==> config.mk <==
export PLATFORM = sky130hd
export DESIGN_NAME = decimal_text_to_fixed_parser_flat
export DESIGN_NICKNAME = d
export VERILOG_FILES = /design/src/rtl/dtfp_pkg.sv /design/src/rtl/dtfp_in_if.sv /design/src/rtl/dtfp_out_if.sv /design/src/rtl/decimal_text_to_fixed_parser.sv /design/src/rtl/dtfp_front.sv /design/src/rtl/dtfp_queue.sv /design/src/rtl/dtfp_back.sv /design/src/flat_wrapper.sv
export SDC_FILE = /design/constraint.sdc
export NUM_CORES = 2
export LEC_CHECK = 0
export ABC_AREA = 1
export BUFFER_PORTS_ARGS = -buffer_cell sky130_fd_sc_hd__buf_2
export CORE_MARGIN = 3
export CORE_UTILIZATION = 45
export CTS_CLUSTER_DIAMETER = 40
export DETAILED_ROUTE_END_ITERATION = 6
export HOLD_SLACK_MARGIN = 0.03
export PLACE_DENSITY = 0.62
export RECOVER_POWER = 50
export SYNTH_ARGS = -nofsm -noshare
export SYNTH_HDL_FRONTEND = slang
export SYNTH_SLANG_ARGS = --single-unit
==> constraint.sdc <==
create_clock -name clk_i -period 9 [get_ports clk_i]
set_input_delay 1.8 -clock clk_i [delete_from_list [all_inputs] [get_ports clk_i]]
set_output_delay 1.8 -clock clk_i [all_outputs]
set_load 0.02 [all_outputs]
==> src/rtl/dtfp_pkg.sv <==
// Shared constants, types and helper functions for the decimal text parser.
// No dependencies; every other file of the block refers to this package.
`timescale 1ns / 1ps
`default_nettype none

package dtfp_pkg;

  localparam int INT_DIGITS  = 18;
  localparam int FRAC_DIGITS = 9;

  localparam int CHAR_W = 8;
  localparam int INT_W  = 61;   // integer_part width, signed
  localparam int FRAC_W = 31;   // fraction_part width, signed
  localparam int IACC_W = 60;
  localparam int FACC_W = 30;
  localparam int ICNT_W = 5;    // saturates at INT_DIGITS + 1
  localparam int ACNT_W = 4;    // saturates at ACNT_MAX
  localparam int FCNT_W = 4;
  localparam int EXP_W  = 4;

  localparam int ACNT_MAX = 15;
  localparam int QDEPTH   = 2;

  localparam logic [CHAR_W-1:0] CH_MINUS = 8'h2D;
  localparam logic [CHAR_W-1:0] CH_POINT = 8'h2E;
  localparam logic [CHAR_W-1:0] CH_ZERO  = 8'h30;
  localparam logic [CHAR_W-1:0] CH_NINE  = 8'h39;

  localparam logic [IACC_W-1:0] INT_NINES  = 60'd999999999999999999;
  localparam logic [FACC_W-1:0] FRAC_NINES = 30'd999999999;

  localparam logic STATUS_OK        = 1'b0;
  localparam logic STATUS_BAD_MINUS = 1'b1;

  // One finished string, handed from the scanner to the scaling stage.
  typedef struct packed {
    logic              bad_sign;
    logic              saturate;
    logic              negative;
    logic [IACC_W-1:0] int_acc;
    logic [FACC_W-1:0] frac_acc;
    logic [EXP_W-1:0]  scale_exp;
  } dtfp_rec_t;

  function automatic logic [FACC_W-1:0] pow10_frac(input logic [EXP_W-1:0] e);
    logic [FACC_W-1:0] r;
    case (e)
      4'd0:    r = 30'd1;
      4'd1:    r = 30'd10;
      4'd2:    r = 30'd100;
      4'd3:    r = 30'd1000;
      4'd4:    r = 30'd10000;
      4'd5:    r = 30'd100000;
      4'd6:    r = 30'd1000000;
      4'd7:    r = 30'd10000000;
      4'd8:    r = 30'd100000000;
      4'd9:    r = 30'd1000000000;
      default: r = '0;
    endcase
    return r;
  endfunction

endpackage

`default_nettype wire

==> src/rtl/dtfp_in_if.sv <==
// Character channel of the decimal text parser: valid/ready plus payload.
// Depends on dtfp_pkg for field widths.
`timescale 1ns / 1ps
`default_nettype none

interface dtfp_in_if;
  logic                        valid;
  logic                        ready;
  logic [dtfp_pkg::CHAR_W-1:0] character;
  logic                        last;

  modport source (output valid, output character, output last, input ready);
  modport sink   (input valid, input character, input last, output ready);
endinterface

`default_nettype wire

==> src/rtl/dtfp_out_if.sv <==
// Result channel of the decimal text parser: valid/ready plus payload.
// Depends on dtfp_pkg for field widths.
`timescale 1ns / 1ps
`default_nettype none

interface dtfp_out_if;
  logic                              valid;
  logic                              ready;
  logic signed [dtfp_pkg::INT_W-1:0]  integer_part;
  logic signed [dtfp_pkg::FRAC_W-1:0] fraction_part;
  logic                              status;

  modport source (output valid, output integer_part, output fraction_part,
                  output status, input ready);
  modport sink   (input valid, input integer_part, input fraction_part,
                  input status, output ready);
endinterface

`default_nettype wire

==> src/rtl/decimal_text_to_fixed_parser.sv <==
// Decimal text to fixed-point parser, top level.
// Built from dtfp_front, dtfp_queue and dtfp_back; uses dtfp_pkg and the
// dtfp_in_if / dtfp_out_if channel interfaces.
//
// in_i carries one ASCII character per transaction, with last set on the
// final character of a string. out_o carries one transaction per string:
// a signed integer part, a signed fraction in units of 1e-9, and a status
// (0 ok, 1 misplaced minus, parts then zero).
// Throughput: one character per cycle while the queue has room, strings back
// to back with no gap; the scanner updates all counters and accumulators on
// each accepted character. out_o.valid rises once the record has passed the
// queue write, the scale multiply stage and the output register.
// A two-entry queue sits between scanner and scaling stage; when out_o
// stalls, the output and scale stages hold and the queue fills. in_i.ready
// follows the queue: it is low for every character while the queue is full
// and rises once the scaling stage takes a record.
// Reset clears the scanner to the start-of-string state and empties the
// queue and the pipeline; no clearing pass is needed.
`timescale 1ns / 1ps
`default_nettype none

module decimal_text_to_fixed_parser (
  input  wire         clk_i,
  input  wire         rst_ni,
  dtfp_in_if.sink     in_i,
  dtfp_out_if.source  out_o
);

  logic                q_push_valid, q_push_ready;
  logic                q_pop_valid, q_pop_ready;
  dtfp_pkg::dtfp_rec_t q_push_rec, q_pop_rec;

  dtfp_front u_front (
    .clk_i        (clk_i),
    .rst_ni       (rst_ni),
    .in_i         (in_i),
    .push_valid_o (q_push_valid),
    .push_rec_o   (q_push_rec),
    .push_ready_i (q_push_ready)
  );

  dtfp_queue u_queue (
    .clk_i        (clk_i),
    .rst_ni       (rst_ni),
    .push_valid_i (q_push_valid),
    .push_rec_i   (q_push_rec),
    .push_ready_o (q_push_ready),
    .pop_valid_o  (q_pop_valid),
    .pop_rec_o    (q_pop_rec),
    .pop_ready_i  (q_pop_ready)
  );

  dtfp_back u_back (
    .clk_i       (clk_i),
    .rst_ni      (rst_ni),
    .pop_valid_i (q_pop_valid),
    .pop_rec_i   (q_pop_rec),
    .pop_ready_o (q_pop_ready),
    .out_o       (out_o)
  );

  // an error result carries zero parts
  a_err_zero: assert property (@(posedge clk_i) disable iff (!rst_ni)
    (out_o.valid && out_o.status == dtfp_pkg::STATUS_BAD_MINUS) |->
      (out_o.integer_part == '0 && out_o.fraction_part == '0))
    else $error("error result with nonzero parts");

  // fraction never exceeds nine nines in magnitude
  a_frac_range: assert property (@(posedge clk_i) disable iff (!rst_ni)
    out_o.valid |->
      ($signed(out_o.fraction_part) <= $signed(32'sd999999999) &&
       $signed(out_o.fraction_part) >= $signed(-32'sd999999999)))
    else $error("fraction out of range");

  // a plain record taken from the queue holds at most eighteen digits
  a_pop_clean: assert property (@(posedge clk_i) disable iff (!rst_ni)
    (q_pop_valid && q_pop_ready && !q_pop_rec.saturate && !q_pop_rec.bad_sign) |->
      (q_pop_rec.int_acc <= dtfp_pkg::INT_NINES))
    else $error("integer accumulator beyond eighteen digits");

endmodule

`default_nettype wire

==> src/rtl/dtfp_front.sv <==
// Character scanner: one character per cycle while the queue has room; tracks
// runs and counts, queues one record per string. Uses dtfp_pkg, dtfp_in_if.
`timescale 1ns / 1ps
`default_nettype none

module dtfp_front (
  input  wire                  clk_i,
  input  wire                  rst_ni,
  dtfp_in_if.sink              in_i,
  output logic                 push_valid_o,
  output dtfp_pkg::dtfp_rec_t  push_rec_o,
  input  wire                  push_ready_i
);

  logic is_first_q, is_first_d;
  logic negative_q, negative_d;
  logic bad_sign_q, bad_sign_d;
  logic seen_point_q, seen_point_d;
  logic in_int_run_q, in_int_run_d;
  logic frac_active_q, frac_active_d;
  logic [dtfp_pkg::ICNT_W-1:0] int_cnt_q, int_cnt_d;
  logic [dtfp_pkg::ACNT_W-1:0] apt_cnt_q, apt_cnt_d;
  logic [dtfp_pkg::FCNT_W-1:0] frac_cnt_q, frac_cnt_d;
  logic [dtfp_pkg::IACC_W-1:0] int_acc_q, int_acc_d;
  logic [dtfp_pkg::FACC_W-1:0] frac_acc_q, frac_acc_d;

  // state after this character, before the end-of-string clear
  logic upd_negative, upd_bad_sign, upd_seen_point, upd_in_int_run, upd_frac_active;
  logic [dtfp_pkg::ICNT_W-1:0] upd_int_cnt;
  logic [dtfp_pkg::ACNT_W-1:0] upd_apt_cnt;
  logic [dtfp_pkg::FCNT_W-1:0] upd_frac_cnt;
  logic [dtfp_pkg::IACC_W-1:0] upd_int_acc;
  logic [dtfp_pkg::FACC_W-1:0] upd_frac_acc;

  logic accept;
  logic is_minus;
  logic is_digit;
  logic [3:0] digit;

  assign in_i.ready   = push_ready_i;
  assign accept       = in_i.valid && in_i.ready;
  assign push_valid_o = in_i.valid && in_i.last;

  assign is_minus = (in_i.character == dtfp_pkg::CH_MINUS);
  assign is_digit = (in_i.character >= dtfp_pkg::CH_ZERO) &&
                    (in_i.character <= dtfp_pkg::CH_NINE);
  assign digit    = in_i.character[3:0];

  always_comb begin
    upd_negative    = negative_q;
    upd_bad_sign    = bad_sign_q;
    upd_seen_point  = seen_point_q;
    upd_in_int_run  = in_int_run_q;
    upd_frac_active = frac_active_q;
    upd_int_cnt     = int_cnt_q;
    upd_apt_cnt     = apt_cnt_q;
    upd_frac_cnt    = frac_cnt_q;
    upd_int_acc     = int_acc_q;
    upd_frac_acc    = frac_acc_q;

    if (is_first_q && is_minus) begin
      upd_negative = 1'b1;
    end else begin
      if (is_minus) upd_bad_sign = 1'b1;
      if (!seen_point_q) begin
        if (in_i.character == dtfp_pkg::CH_POINT) begin
          upd_seen_point  = 1'b1;
          upd_frac_active = in_int_run_q;
          upd_in_int_run  = 1'b0;
        end else begin
          if (in_int_run_q && is_digit &&
              int_cnt_q < dtfp_pkg::ICNT_W'(dtfp_pkg::INT_DIGITS)) begin
            // x*10 as x*8 + x*2
            upd_int_acc = (int_acc_q << 3) + (int_acc_q << 1) +
                          dtfp_pkg::IACC_W'(digit);
          end else begin
            upd_in_int_run = 1'b0;
          end
          if (int_cnt_q <= dtfp_pkg::ICNT_W'(dtfp_pkg::INT_DIGITS))
            upd_int_cnt = int_cnt_q + 1'b1;
        end
      end else begin
        if (apt_cnt_q < dtfp_pkg::ACNT_W'(dtfp_pkg::ACNT_MAX))
          upd_apt_cnt = apt_cnt_q + 1'b1;
        if (frac_active_q) begin
          if (is_digit && frac_cnt_q < dtfp_pkg::FCNT_W'(dtfp_pkg::FRAC_DIGITS)) begin
            upd_frac_acc = (frac_acc_q << 3) + (frac_acc_q << 1) +
                           dtfp_pkg::FACC_W'(digit);
            upd_frac_cnt = frac_cnt_q + 1'b1;
          end else begin
            upd_frac_active = 1'b0;
          end
        end
      end
    end
  end

  always_comb begin
    push_rec_o.bad_sign = upd_bad_sign;
    push_rec_o.saturate = (upd_int_cnt > dtfp_pkg::ICNT_W'(dtfp_pkg::INT_DIGITS));
    push_rec_o.negative = upd_negative;
    push_rec_o.int_acc  = upd_int_acc;
    push_rec_o.frac_acc = upd_frac_acc;
    if (upd_apt_cnt < dtfp_pkg::ACNT_W'(dtfp_pkg::FRAC_DIGITS))
      push_rec_o.scale_exp = dtfp_pkg::EXP_W'(dtfp_pkg::FRAC_DIGITS) -
                             dtfp_pkg::EXP_W'(upd_apt_cnt);
    else
      push_rec_o.scale_exp = '0;
  end

  always_comb begin
    is_first_d    = is_first_q;
    negative_d    = negative_q;
    bad_sign_d    = bad_sign_q;
    seen_point_d  = seen_point_q;
    in_int_run_d  = in_int_run_q;
    frac_active_d = frac_active_q;
    int_cnt_d     = int_cnt_q;
    apt_cnt_d     = apt_cnt_q;
    frac_cnt_d    = frac_cnt_q;
    int_acc_d     = int_acc_q;
    frac_acc_d    = frac_acc_q;
    if (accept) begin
      if (in_i.last) begin
        // string done: back to the start-of-string state
        is_first_d    = 1'b1;
        negative_d    = 1'b0;
        bad_sign_d    = 1'b0;
        seen_point_d  = 1'b0;
        in_int_run_d  = 1'b1;
        frac_active_d = 1'b0;
        int_cnt_d     = '0;
        apt_cnt_d     = '0;
        frac_cnt_d    = '0;
        int_acc_d     = '0;
        frac_acc_d    = '0;
      end else begin
        is_first_d    = 1'b0;
        negative_d    = upd_negative;
        bad_sign_d    = upd_bad_sign;
        seen_point_d  = upd_seen_point;
        in_int_run_d  = upd_in_int_run;
        frac_active_d = upd_frac_active;
        int_cnt_d     = upd_int_cnt;
        apt_cnt_d     = upd_apt_cnt;
        frac_cnt_d    = upd_frac_cnt;
        int_acc_d     = upd_int_acc;
        frac_acc_d    = upd_frac_acc;
      end
    end
  end

  always_ff @(posedge clk_i or negedge rst_ni) begin
    if (!rst_ni) begin
      is_first_q    <= 1'b1;
      negative_q    <= 1'b0;
      bad_sign_q    <= 1'b0;
      seen_point_q  <= 1'b0;
      in_int_run_q  <= 1'b1;
      frac_active_q <= 1'b0;
      int_cnt_q     <= '0;
      apt_cnt_q     <= '0;
      frac_cnt_q    <= '0;
      int_acc_q     <= '0;
      frac_acc_q    <= '0;
    end else begin
      is_first_q    <= is_first_d;
      negative_q    <= negative_d;
      bad_sign_q    <= bad_sign_d;
      seen_point_q  <= seen_point_d;
      in_int_run_q  <= in_int_run_d;
      frac_active_q <= frac_active_d;
      int_cnt_q     <= int_cnt_d;
      apt_cnt_q     <= apt_cnt_d;
      frac_cnt_q    <= frac_cnt_d;
      int_acc_q     <= int_acc_d;
      frac_acc_q    <= frac_acc_d;
    end
  end

endmodule

`default_nettype wire

==> src/rtl/dtfp_queue.sv <==
// Short record queue between the scanner and the scaling stage.
// Depends on dtfp_pkg for the record type and depth.
`timescale 1ns / 1ps
`default_nettype none

module dtfp_queue (
  input  wire                  clk_i,
  input  wire                  rst_ni,
  input  wire                  push_valid_i,
  input  dtfp_pkg::dtfp_rec_t  push_rec_i,
  output logic                 push_ready_o,
  output logic                 pop_valid_o,
  output dtfp_pkg::dtfp_rec_t  pop_rec_o,
  input  wire                  pop_ready_i
);

  localparam int PTR_W = (dtfp_pkg::QDEPTH > 1) ? $clog2(dtfp_pkg::QDEPTH) : 1;
  localparam int CNT_W = $clog2(dtfp_pkg::QDEPTH + 1);

  dtfp_pkg::dtfp_rec_t entry_q [dtfp_pkg::QDEPTH];
  logic [PTR_W-1:0] wr_ptr_q, wr_ptr_d;
  logic [PTR_W-1:0] rd_ptr_q, rd_ptr_d;
  logic [CNT_W-1:0] count_q, count_d;
  logic push, pop;

  assign push_ready_o = (count_q != CNT_W'(dtfp_pkg::QDEPTH));
  assign pop_valid_o  = (count_q != '0);
  assign pop_rec_o    = entry_q[rd_ptr_q];
  assign push         = push_valid_i && push_ready_o;
  assign pop          = pop_valid_o && pop_ready_i;

  always_comb begin
    wr_ptr_d = wr_ptr_q;
    rd_ptr_d = rd_ptr_q;
    count_d  = count_q;
    if (push)
      wr_ptr_d = (wr_ptr_q == PTR_W'(dtfp_pkg::QDEPTH - 1)) ? '0 : wr_ptr_q + 1'b1;
    if (pop)
      rd_ptr_d = (rd_ptr_q == PTR_W'(dtfp_pkg::QDEPTH - 1)) ? '0 : rd_ptr_q + 1'b1;
    if (push && !pop)
      count_d = count_q + 1'b1;
    else if (pop && !push)
      count_d = count_q - 1'b1;
  end

  always_ff @(posedge clk_i or negedge rst_ni) begin
    if (!rst_ni) begin
      wr_ptr_q <= '0;
      rd_ptr_q <= '0;
      count_q  <= '0;
    end else begin
      wr_ptr_q <= wr_ptr_d;
      rd_ptr_q <= rd_ptr_d;
      count_q  <= count_d;
    end
  end

  always_ff @(posedge clk_i) begin
    if (push) entry_q[wr_ptr_q] <= push_rec_i;
  end

endmodule

`default_nettype wire

==> src/rtl/dtfp_back.sv <==
// Scaling and sign stage: scales the fraction, applies saturation, error and
// sign, and holds the result register. Uses dtfp_pkg and dtfp_out_if.
`timescale 1ns / 1ps
`default_nettype none

module dtfp_back (
  input  wire                  clk_i,
  input  wire                  rst_ni,
  input  wire                  pop_valid_i,
  input  dtfp_pkg::dtfp_rec_t  pop_rec_i,
  output logic                 pop_ready_o,
  dtfp_out_if.source           out_o
);

  localparam int PROD_W = 2 * dtfp_pkg::FACC_W;

  // stage A: scaled magnitudes
  logic                        a_valid_q;
  logic                        a_neg_q, a_bad_q;
  logic [dtfp_pkg::IACC_W-1:0] a_ip_q, a_ip_d;
  logic [dtfp_pkg::FACC_W-1:0] a_fp_q, a_fp_d;
  logic [PROD_W-1:0]           product;

  // stage B: output register
  logic                                out_valid_q;
  logic signed [dtfp_pkg::INT_W-1:0]   out_ip_q;
  logic signed [dtfp_pkg::FRAC_W-1:0]  out_fp_q;
  logic                                out_status_q;

  logic b_ready, a_ready;
  logic [dtfp_pkg::INT_W-1:0]  ip_ext;
  logic [dtfp_pkg::FRAC_W-1:0] fp_ext;

  assign b_ready     = !out_valid_q || out_o.ready;
  assign a_ready     = !a_valid_q || b_ready;
  assign pop_ready_o = a_ready;

  assign product = PROD_W'(pop_rec_i.frac_acc) *
                   PROD_W'(dtfp_pkg::pow10_frac(pop_rec_i.scale_exp));

  always_comb begin
    if (pop_rec_i.bad_sign) begin
      a_ip_d = '0;
      a_fp_d = '0;
    end else if (pop_rec_i.saturate) begin
      a_ip_d = dtfp_pkg::INT_NINES;
      a_fp_d = dtfp_pkg::FRAC_NINES;
    end else begin
      a_ip_d = pop_rec_i.int_acc;
      a_fp_d = product[dtfp_pkg::FACC_W-1:0];
    end
  end

  assign ip_ext = {1'b0, a_ip_q};
  assign fp_ext = {1'b0, a_fp_q};

  always_ff @(posedge clk_i or negedge rst_ni) begin
    if (!rst_ni) begin
      a_valid_q   <= 1'b0;
      out_valid_q <= 1'b0;
    end else begin
      if (a_ready) a_valid_q <= pop_valid_i;
      if (b_ready) out_valid_q <= a_valid_q;
    end
  end

  always_ff @(posedge clk_i) begin
    if (a_ready && pop_valid_i) begin
      a_neg_q <= pop_rec_i.negative;
      a_bad_q <= pop_rec_i.bad_sign;
      a_ip_q  <= a_ip_d;
      a_fp_q  <= a_fp_d;
    end
    if (b_ready && a_valid_q) begin
      out_ip_q     <= a_neg_q ? $signed('0 - ip_ext) : $signed(ip_ext);
      out_fp_q     <= a_neg_q ? $signed('0 - fp_ext) : $signed(fp_ext);
      out_status_q <= a_bad_q ? dtfp_pkg::STATUS_BAD_MINUS : dtfp_pkg::STATUS_OK;
    end
  end

  assign out_o.valid         = out_valid_q;
  assign out_o.integer_part  = out_ip_q;
  assign out_o.fraction_part = out_fp_q;
  assign out_o.status        = out_status_q;

endmodule

`default_nettype wire
==> src/flat_wrapper.sv <==
// flat-port wrapper written by rule: the top's interface ports become plain ports
module decimal_text_to_fixed_parser_flat 
  (clk_i, rst_ni, in_i_valid, in_i_character, in_i_last, in_i_ready, out_o_valid, out_o_integer_part, out_o_fraction_part, out_o_status, out_o_ready);
  dtfp_in_if in_i_i ();
  dtfp_out_if out_o_i ();
  input  wire clk_i;
  input  wire rst_ni;
  input wire logic [$bits(in_i_i.valid)-1:0] in_i_valid;
  input wire logic [$bits(in_i_i.character)-1:0] in_i_character;
  input wire logic [$bits(in_i_i.last)-1:0] in_i_last;
  output wire logic [$bits(in_i_i.ready)-1:0] in_i_ready;
  output wire logic [$bits(out_o_i.valid)-1:0] out_o_valid;
  output wire logic [$bits(out_o_i.integer_part)-1:0] out_o_integer_part;
  output wire logic [$bits(out_o_i.fraction_part)-1:0] out_o_fraction_part;
  output wire logic [$bits(out_o_i.status)-1:0] out_o_status;
  input wire logic [$bits(out_o_i.ready)-1:0] out_o_ready;
  assign in_i_i.valid = in_i_valid;
  assign in_i_i.character = in_i_character;
  assign in_i_i.last = in_i_last;
  assign in_i_ready = in_i_i.ready;
  assign out_o_valid = out_o_i.valid;
  assign out_o_integer_part = out_o_i.integer_part;
  assign out_o_fraction_part = out_o_i.fraction_part;
  assign out_o_status = out_o_i.status;
  assign out_o_i.ready = out_o_ready;
  decimal_text_to_fixed_parser u_core (.clk_i(clk_i), .rst_ni(rst_ni), .in_i(in_i_i), .out_o(out_o_i));
endmodule
==> flow_summary.ini <==
[global_route]
grt_max_degree = 82
grt_pass1_vias = 31858
antenna_found_initial = 1
grt-ovfl-total = 0
track_usage = 0.244
grt_first_pass_wirelength_microns = 180000

[final_layout]
nFillCells = 8520
multi_input_area_sq_um = 23500
fin_area_sq_um = 46000
postLayoutCoreUtil = 0.508
syn2layout_area_growth_pct = 11.3
drive_above_1_share = 0.0632
layout.nets = 5480
seq_area_sq_um = 14300
antennaDiodeCount = 0

[critical_path]
cpPeakStageDelay_ns = 0.58
crit_arrival_ns = 8.67
cp.required_ns = 9.27
crit_slowest_cell = fa_1
critPathMaxFanout = 31
cp_top_family = adder cells
end_kind = flop
worst_setup_path_start_kind = flop
crit_type = flop to flop
cp_num_buf_inv = 9

[synthesis]
synth_area_per_cell_sq_um = 8.86
netlist.area_leader.share = 0.275
yosysMostFrequentCell = nand2_1
syn_area_sq_um = 41400
yosysSeqAreaShare = 0.345
synth-seq-cells = 494
synth_edf_count = 379
yosys-top-cells-count = nand2_1, inv_1, nor2_1
yosysTopAreaCell = edfxtp_1
async_flop_share = 0.233
synthTopCellsByArea = edfxtp_1, fa_1, ha_1, nand2_1, inv_1
dominantRegCellSynth = edfxtp_1
syn_inst = 4669
yosysWarnings = 0
syn_nets = 5337
synth_cell_types = 59

[timing]
hold_violations = 0
finalClockSkew_ns = 0.0205
period_share = 0.933
tightest_slew_ns = 3.82
layout_min_cycle_time_ns = 8.40
setup_viol = 0
fmax_mhz = 119
slew_violations = 542
slew_headroom = -1.55

[cts]
cts_tree = done
path_clk_slew_ns = 0.06
cts_sinks = 494
cts_inserted_buffers = 74
cts_root_buffer = clkbuf_16
clock_path_buffers = 3
ctsHoldBuffers = 0
clk_latency_ns = 0.62
htree_num_levels = 3

[route]
ant_nets = 0
wirelength_microns = 116000
routed_via_density = 5.32
initialDrtViolationCount = 2653
dr.pass1.iters = 6
dr_total_vias = 32143
wl_per_cell_microns = 19.2
drc = 0

[place]
place.gp.congestion = 0.975
place_area_sq_um = 43500
port_buffers = 107
dp_hpwl_microns = 90700

[floorplanning]
die_w_microns = 309
die_y_microns = 309
io_pins = 108
fp.dieArea_sq_um = 95600
coreArea_sq_um = 90600
start_util = 0.457
rows = 110

[status]
status = finished, violations left
violations = capacitance limit, slew limit

[worst_hold_path]
hp-class = flop to flop

[flow_run]
maxCapViolCount = 10
## cells in the final DEF, fill, tap and decap left out, types with 10 or more instances in the layout
cell type   synthesis  final
a21o_1             17     17
a21oi_1           217    216
a22o_1             47     47
a31oi_1            68     68
buf_2               2     10
buf_4               3     75
clkbuf_1          114    114
clkbuf_16           0     76
clkinv_1           11     15
clkinvlp_4          0     13
dfrtp_1           113    112
edfxtp_1          379    379
fa_1              357    357
ha_1              298    298
inv_1             810    806
inv_2              16     13
inv_6               0     13
nand2_1           894    892
nand2_2            11     12
nand3_1           119    118
nand4_1            29     29
nor2_1            521    518
nor3_1             43     44
nor4_1             19     18
o21a_1             10     10
o21ai_0           204    205
o21ai_1            19     17
o21bai_1           17     17
o22ai_1            17     17
or2_2              16     16
xnor2_1            75     75
xor2_1            121    121
## kinds of logic (layout without fill, tap and decap cells)
group                      count (synthesis)  after routing  synth area share
and+or+nand+nor                         1692           1692             0.168
buffers and inverters                    967           1169            0.0891
AOI/OAI and AO/OA                        665            665            0.0940
adders and majority gates                655            655             0.263
DFF                                      494            494             0.345
xor gates and xnor gates                 196            196            0.0415
## final timing paths
check                      cells past startpoint                     from                      endpoint  slack [ns]
min in group asynchronous                      1                   rst_ni  u_core.u_front.int_acc_q[35]        2.08
min                                            0    u_core.u_back.a_bad_q    u_core.u_back.out_o.status        0.42
max in group asynchronous                      2                   rst_ni       u_core.u_queue.rd_ptr_q        1.69
max                                           31  u_core.u_queue.rd_ptr_q      u_core.u_back.a_fp_q[29]        0.60
min reg2reg                                    0    u_core.u_back.a_bad_q    u_core.u_back.out_o.status        0.42
max reg2reg                                   31  u_core.u_queue.rd_ptr_q      u_core.u_back.a_fp_q[29]        0.60
## stage by stage
stage | instances | TNS, ns | setup WS, ns | hold WS [ns]
after global placement | 5908 | 0 | 0.358 | 0.412
after floorplan | 4669 | 0 | 0.716 | 0.400
after global routing | 6047 | -0.0233 | -0.0233 | 0.445
after CTS | 6043 | 0 | 0.299 | 0.422
final | 6047 | 0 | 0.599 | 0.419
after detailed placement | 5908 | 0 | 0.305 | 0.408
## layout make-up
| class | count | share of cell area |
|---|---|---|
| clock buffer | 86 | 0.0430 |
| clock inverter | 49 | 0.0130 |
| inverter | 837 | 0.0687 |
| multi-input combinational | 3208 | 0.510 |
| sequential | 494 | 0.310 |
| tap | 1176 | 0.0320 |
| timing repair buffer | 195 | 0.0226 |
| timing repair inverter | 2 | 0.000326 |
## metal layers
| layer | vias up | GRT usage | wire (microns) |
|---|---|---|---|
| met4 | 0 | 0.0869 | 4570 |
| met1 | 15564 | 0.353 | 53000 |
| met5 | - | 0 | 0 |
| li1 | 15300 | - | - |
| met3 | 238 | 0.0374 | 7590 |
| met2 | 1041 | 0.374 | 50600 |
## what timing repair did
item	CTS	global route
setup buffers	0	2
gates resized for setup	0	21
endpoints found under the hold margin	0	0
endpoints found under the setup margin	0	7
## registers in the layout, summed over array words and instances (netlist names), 5 cells and up
name / flops
u_core.u_front.int_cnt_q: 5
u_core.u_back.a_fp_q: 30
u_core.u_front.frac_acc_q: 30
u_core.u_back.a_ip_q: 60
u_core.u_back.out_o.fraction_part: 31
u_core.u_back.out_o.integer_part: 61
u_core.u_queue.entry_q: 194
u_core.u_front.int_acc_q: 60
Power is left out: the tool's default activity adds up to more than one toggle a clock period on the data nets, which glitch-free logic cannot reach.
